## src/rtl/core/tilemap_quad_builder_and_collider_defines.svh

```systemverilog
// ---------------------------------------------------------------------------
// tilemap quad builder and collider assertion macros
// concurrent checks on aclk, disabled while aresetn is low
// ---------------------------------------------------------------------------
`ifndef TILEMAP_QUAD_BUILDER_AND_COLLIDER_DEFINES_SVH
`define TILEMAP_QUAD_BUILDER_AND_COLLIDER_DEFINES_SVH

`ifndef SYNTHESIS
`define TQBC_ASSERT(label, prop, msg) \
    label: assert property (@(posedge aclk) disable iff (!aresetn) prop) else $error(msg);
`define TQBC_ASSERT_NEXT(label, cond, nxt, msg) \
    label: assert property (@(posedge aclk) disable iff (!aresetn) cond |=> nxt) else $error(msg);
`else
`define TQBC_ASSERT(label, prop, msg)
`define TQBC_ASSERT_NEXT(label, cond, nxt, msg)
`endif

`endif

```

## src/rtl/core/tqbc_pkg.sv

```systemverilog
// ---------------------------------------------------------------------------
// tqbc_pkg
// shared constants, types and helpers of the tilemap quad builder
// ---------------------------------------------------------------------------
`default_nettype none

package tqbc_pkg;

    localparam int MAX_MAP_WIDTH  = 64;
    localparam int MAX_MAP_HEIGHT = 64;
    localparam int STORE_DEPTH    = MAX_MAP_WIDTH * MAX_MAP_HEIGHT;
    localparam int ADDR_W         = (STORE_DEPTH > 1) ? $clog2(STORE_DEPTH) : 1;
    localparam int COL_W          = (MAX_MAP_WIDTH > 1) ? $clog2(MAX_MAP_WIDTH) : 1;
    localparam int ROW_W          = (MAX_MAP_HEIGHT > 1) ? $clog2(MAX_MAP_HEIGHT) : 1;
    localparam int WDIM_W         = $clog2(MAX_MAP_WIDTH + 1);
    localparam int HDIM_W         = $clog2(MAX_MAP_HEIGHT + 1);
    localparam int MUL_A_W        = (WDIM_W > HDIM_W) ? WDIM_W : HDIM_W;

    localparam int TILE_W   = 10;
    localparam int MDIM_W   = 7;
    localparam int ATL_W    = 6;
    localparam int TS_W     = 16;
    localparam int SPAN_W   = 24;
    localparam int HALF_W   = 23;
    localparam int POS_W    = 32;
    localparam int UV_W     = 17;
    localparam int PEN_W    = 23;
    localparam int EDGE_K_W = 11;
    localparam int PROD_W   = MUL_A_W + SPAN_W;

    localparam int DVD_W = 32;
    localparam int DSR_W = 24;
    localparam int CNT_W = $clog2(DVD_W);

    localparam int CFG_IDX_W  = 3;
    localparam int CFG_DATA_W = 16;

    localparam int S_TDATA_W = 80;
    localparam int M_FIELD_W = 2 * POS_W + 2 * UV_W + 1 + 2 * PEN_W;
    localparam int M_TDATA_W = ((M_FIELD_W + 7) / 8) * 8;
    localparam int M_PAD_W   = M_TDATA_W - M_FIELD_W;

    localparam logic [CFG_IDX_W-1:0] REG_MAP_WIDTH     = 3'd0;
    localparam logic [CFG_IDX_W-1:0] REG_MAP_HEIGHT    = 3'd1;
    localparam logic [CFG_IDX_W-1:0] REG_ATLAS_COLUMNS = 3'd2;
    localparam logic [CFG_IDX_W-1:0] REG_ATLAS_ROWS    = 3'd3;
    localparam logic [CFG_IDX_W-1:0] REG_TILE_SIZE     = 3'd4;

    localparam logic MODE_LOAD  = 1'b0;
    localparam logic MODE_QUERY = 1'b1;
    localparam logic KIND_VERTEX = 1'b0;
    localparam logic KIND_ANSWER = 1'b1;

    localparam logic [UV_W-1:0] UV_ONE = 17'h10000;

    localparam int NUM_VERTS = 6;
    localparam int VTX_W     = 3;
    // per vertex: set where the far x / lower y edge is used
    localparam logic [NUM_VERTS-1:0] X1_SEL = 6'b110100;
    localparam logic [NUM_VERTS-1:0] Y1_SEL = 6'b010110;

    typedef struct packed {
        logic             start;
        logic [DVD_W-1:0] dividend;
        logic [DSR_W-1:0] divisor;
    } div_req_t;

    typedef struct packed {
        logic             busy;
        logic             done;
        logic [DVD_W-1:0] quot;
        logic [DSR_W-1:0] rem;
    } div_rsp_t;

    function automatic logic [ADDR_W-1:0] tile_addr(input logic [ROW_W-1:0] row,
                                                    input logic [COL_W-1:0] col);
        logic [ADDR_W-1:0] base;
        base = ADDR_W'(row) * ADDR_W'(MAX_MAP_WIDTH);
        return base + ADDR_W'(col);
    endfunction

    function automatic logic [WDIM_W-1:0] clamp_w(input logic [MDIM_W-1:0] v);
        logic [WDIM_W-1:0] r;
        if (v == '0) begin
            r = WDIM_W'(1);
        end else if (int'(v) > MAX_MAP_WIDTH) begin
            r = WDIM_W'(MAX_MAP_WIDTH);
        end else begin
            r = WDIM_W'(v);
        end
        return r;
    endfunction

    function automatic logic [HDIM_W-1:0] clamp_h(input logic [MDIM_W-1:0] v);
        logic [HDIM_W-1:0] r;
        if (v == '0) begin
            r = HDIM_W'(1);
        end else if (int'(v) > MAX_MAP_HEIGHT) begin
            r = HDIM_W'(MAX_MAP_HEIGHT);
        end else begin
            r = HDIM_W'(v);
        end
        return r;
    endfunction

endpackage

`default_nettype wire

```

## src/rtl/core/tqbc_div.sv

```systemverilog
// ---------------------------------------------------------------------------
// tqbc_div
// shared restoring divider, one quotient bit per cycle
// ---------------------------------------------------------------------------
`default_nettype none

module tqbc_div (
    input  wire logic              aclk,
    input  wire logic              aresetn,
    input  wire tqbc_pkg::div_req_t req,
    output tqbc_pkg::div_rsp_t      rsp
);

    logic                         busy_reg;
    logic                         done_reg;
    logic [tqbc_pkg::CNT_W-1:0]   cnt_reg;
    logic [tqbc_pkg::DVD_W-1:0]   quot_reg;
    logic [tqbc_pkg::DSR_W-1:0]   rem_reg;
    logic [tqbc_pkg::DSR_W-1:0]   dsr_reg;
    logic [tqbc_pkg::DSR_W:0]     shifted;
    logic [tqbc_pkg::DSR_W:0]     diff;
    logic                         ge;

    assign shifted = {rem_reg, quot_reg[tqbc_pkg::DVD_W-1]};
    assign diff    = shifted - {1'b0, dsr_reg};
    assign ge      = !diff[tqbc_pkg::DSR_W];

    always_ff @(posedge aclk) begin
        if (!aresetn) begin
            busy_reg <= 1'b0;
            done_reg <= 1'b0;
            cnt_reg  <= '0;
        end else begin
            done_reg <= busy_reg && !req.start
                     && (cnt_reg == tqbc_pkg::CNT_W'(tqbc_pkg::DVD_W - 1));
            if (req.start) begin
                busy_reg <= 1'b1;
                cnt_reg  <= '0;
                quot_reg <= req.dividend;
                rem_reg  <= '0;
                dsr_reg  <= req.divisor;
            end else if (busy_reg) begin
                quot_reg <= {quot_reg[tqbc_pkg::DVD_W-2:0], ge};
                rem_reg  <= ge ? diff[tqbc_pkg::DSR_W-1:0] : shifted[tqbc_pkg::DSR_W-1:0];
                cnt_reg  <= cnt_reg + 1'b1;
                if (cnt_reg == tqbc_pkg::CNT_W'(tqbc_pkg::DVD_W - 1)) begin
                    busy_reg <= 1'b0;
                end
            end
        end
    end

    assign rsp.busy = busy_reg;
    assign rsp.done = done_reg;
    assign rsp.quot = quot_reg;
    assign rsp.rem  = rem_reg;

endmodule

`default_nettype wire

```

## config.mk

```make
export PLATFORM = sky130hd
export DESIGN_NAME = tqbc_div
export DESIGN_NICKNAME = d
export VERILOG_FILES = /design/src/rtl/core/tilemap_quad_builder_and_collider_defines.svh /design/src/rtl/core/tqbc_pkg.sv /design/src/rtl/core/tqbc_div.sv
export SDC_FILE = /design/constraint.sdc
export NUM_CORES = 1
export LEC_CHECK = 0
export BUFFER_PORTS_ARGS = -buffer_cell sky130_fd_sc_hd__buf_2
export CORE_MARGIN = 2
export CORE_UTILIZATION = 49
export DETAILED_ROUTE_END_ITERATION = 16
export MAX_ROUTING_LAYER = met4
export PLACE_DENSITY = 0.76
export SLEW_MARGIN = 20
export SYNTH_ARGS = -nofsm -noshare
export SYNTH_HDL_FRONTEND = slang
export SYNTH_SLANG_ARGS = --single-unit
```

## constraint.sdc

```tcl
create_clock -name aclk -period 2.8 [get_ports aclk]
set_clock_uncertainty 0.15 [all_clocks]
set_input_delay 0.56 -clock aclk [delete_from_list [all_inputs] [get_ports aclk]]
set_output_delay 0.56 -clock aclk [all_outputs]
set_load 0.005 [all_outputs]
```

==> flow_summary.json <==
{
  "status": "finished with violations",
  "violations": "setup timing",
  "rsz0062_at_grt": "yes",
  "synthArstFlopShare": 0,
  "synth_ff_type": "edfxtp_1",
  "drv_cap": 0,
  "final_util": 0.647,
  "first_iter_violations": 270,
  "die_w_um": 104,
  "antenna_found_initial": 0,
  "crit_chain": "inv_1 > ha_2 > fa_2 > nor2b_2 > o31ai_2 > a2111o_1 > nand3_4 > a21oi_4 > or4b_1 > a21oi_1",
  "ys_types": 53,
  "fin_crit_ns": 2.81,
  "max_freq_ghz": 0.356,
  "start_util": 0.505,
  "gp_congestion": 0.994,
  "dp_cells": 717,
  "crit_required_ns": 2.88,
  "reg2reg_depth": 10,
  "syn_avg_cell_area_um2": 11.2,
  "critPathKind": "reg -> reg",
  "p_switching_mw": 1.16,
  "cp.arrival_ns": 2.89,
  "switching_share": 0.315,
  "ys.warnings.count": 0,
  "holdCritPathClass": "in -> reg",
  "dp_hpwl_mm": 9.62,
  "via_per_inst": 5.56,
  "synth_nets": 526,
  "synth_seq_area_share": 0.518,
  "setup_viol": 2,
  "worst_slack_ns": -0.0123,
  "powerDensity_mw_per_mm2": 586,
  "final-seq-area_mm2": 0.00254,
  "fill_cells": 808,
  "hold_depth": 1,
  "seq_power_share": 0.438,
  "yosysTopAreaCellShare": 0.489,
  "slew_violations": 0,
  "whs_ns": 0.202,
  "place.port_buffers": 116,
  "slew-limit-headroom": 0.735,
  "io_pins": 117,
  "clock_power_share": 0.237,
  "tightest_slew_ns": 0.394,
  "layout-drive-gt1-share": 0.404,
  "yosysTopAreaCell": "edfxtp_1",
  "path_max_fanout": 7,
  "grtUsageTotal": 0.246,
  "drt.antenna.violating_nets": 0,
  "largest_register_ffs": 32,
  "coreArea_mm2": 0.00973,
  "synthTopCellsByArea": "edfxtp_1 (49%), mux2_2 (7.3%), ha_1 (6.6%)",
  "synth_edf_count": 80,
  "htree_levels": 3,
  "combinationalPowerShare": 0.325,
  "crit_slowest_cell": "or4b_1",
  "cts_root_buf": "clkbuf_8",
  "endpoint_kind": "flop",
  "nets": 684,
  "vias": 4085,
  "antenna_cells": 0,
  "grt_max_degree": 32,
  "max_stage_delay_ns": 0.55,
  "cp-start-kind": "flop",
  "layout_commonest_cell": "buf_2",
  "multi_input_area_mm2": 0.00231,
  "drcViolationCount": 0,
  "cts_buffers": 9,
  "grt_first_pass_wirelength_mm": 20.4,
  "leakage_nw": 2.67,
  "p_total_mw": 3.69,
  "rows": 36,
  "die_area_mm2": 0.0108,
  "fin_cells": 735,
  "layout_common_cells": "buf_2 (116), edfxtp_1 (80), buf_4 (45)",
  "syn2layout_area_growth_pct": 28.3,
  "internal_power_mw": 2.53,
  "ctsHoldBuffers": 0,
  "clockBufferDepth": 2,
  "ir_drop_mv": 0.440,
  "finalCritPeriodShare": 1.00,
  "gr-total-overflow": 0,
  "clk_pin_slew_ns": 0.09,
  "synth-seq-cells": 87,
  "clkLatencyLatePin_ns": 0.37,
  "syn-instance-count": 440,
  "grt_pass1_vias": 4155,
  "drtPass1Iterations": 5,
  "wl_per_cell_um": 17.3,
  "hold_viol": 0,
  "cts_sinks": 87,
  "die_y_um": 104,
  "cts_tree": "done",
  "wl_mm": 12.7,
  "synth_area_mm2": 0.00491
}
-- cell type report --
cell class	instances	area share
clock buffers	10	0.0203
clock inverters	5	0.00934
inverters	27	0.0161
multi-input cells	306	0.366
flip-flops and latches	87	0.404
well taps	133	0.0264
repair buffers	167	0.158
-- per-stage QoR --
step                      instance area (µm²)  setup TNS, ns  worst slack (ns)
after floorplan                          4910              0            0.0253
after global routing                     6300         -0.651            -0.114
after global placement                   5940        -0.0634           -0.0266
after detailed placement                 5940          -1.48            -0.104
final                                    6300        -0.0174           -0.0123
after CTS                                6140         -0.416           -0.0520
-- critical path, delay by kind of cell, from the launching register on --
kind / cells / cell delay [ns]
AOI/OAI and AO/OA: 4 / 0.75
adders and majority gates: 2 / 0.54
and+or+nand+nor: 3 / 0.83
buffers and inverters: 1 / 0.05
DFF: 1 / 0.37
-- Yosys cell counts, types with 3 or more instances --
master and number:
a211oi_1 7, dfxtp_1 7, nor2_1 24, xnor2_1 10
a21o_1 12, a21oi_2 3, o22ai_1 4, nand3_1 17
nor2b_1 4, buf_2 8, mux2_2 32, o21ai_0 26
a21oi_1 43, nand4_1 3, o211ai_1 6, xor2_1 8
edfxtp_1 80, nand2_1 29, nor3_1 4, inv_1 27
mux2i_1 3, o21ai_1 4, ha_1 26, clkbuf_1 10
a31oi_1 4, or3_1 5
-- kinds of logic after synthesis --
family	count (synthesis)	synth area share
adders and majority gates	27	0.0704
buffers and inverters	47	0.0395
DFF	87	0.518
muxes	35	0.0795
and+or+nand+nor	101	0.101
AOI/OAI and AO/OA	125	0.159
xor gates and xnor gates	18	0.0321
-- timing repair --
item | CTS | global route
setup buffers | 1 | 2
pin swaps | 0 | 9
setup endpoints to repair | 23 | 25
gates resized for setup | 2 | 32
-- layer usage --
metal,GRT usage,wire length (µm),vias up
met5,-,0,-
met4,0.0608,180,0
met3,0.0721,976,19
met2,0.407,6220,170
met1,0.297,5360,1934
li1,-,-,1962
-- path summary, 6_finish.rpt --
| kind | startpoint | to | slack (ns) |
|---|---|---|---|
| hold / removal | req[19] | dsr_reg[19] | 0.20 |
| hold reg to reg | cnt_reg[4] | cnt_reg[4] | 0.38 |
| setup reg to reg | quot_reg[31] | rem_reg[15] | -0.01 |
| setup / recovery | quot_reg[31] | rem_reg[15] | -0.01 |
-- power by group through the flow --
stage               registers (mW)  clock network (mW)  logic (mW)
CTS                           1.61               0.900        1.11
floorplan                     1.64                   0       0.678
global route                  1.63               0.936        1.32
detailed placement            1.64                   0        1.10
global placement              1.64                   0        1.07
finish                        1.62               0.875        1.20
No activity file was read; power rests on OpenSTA's default activity.
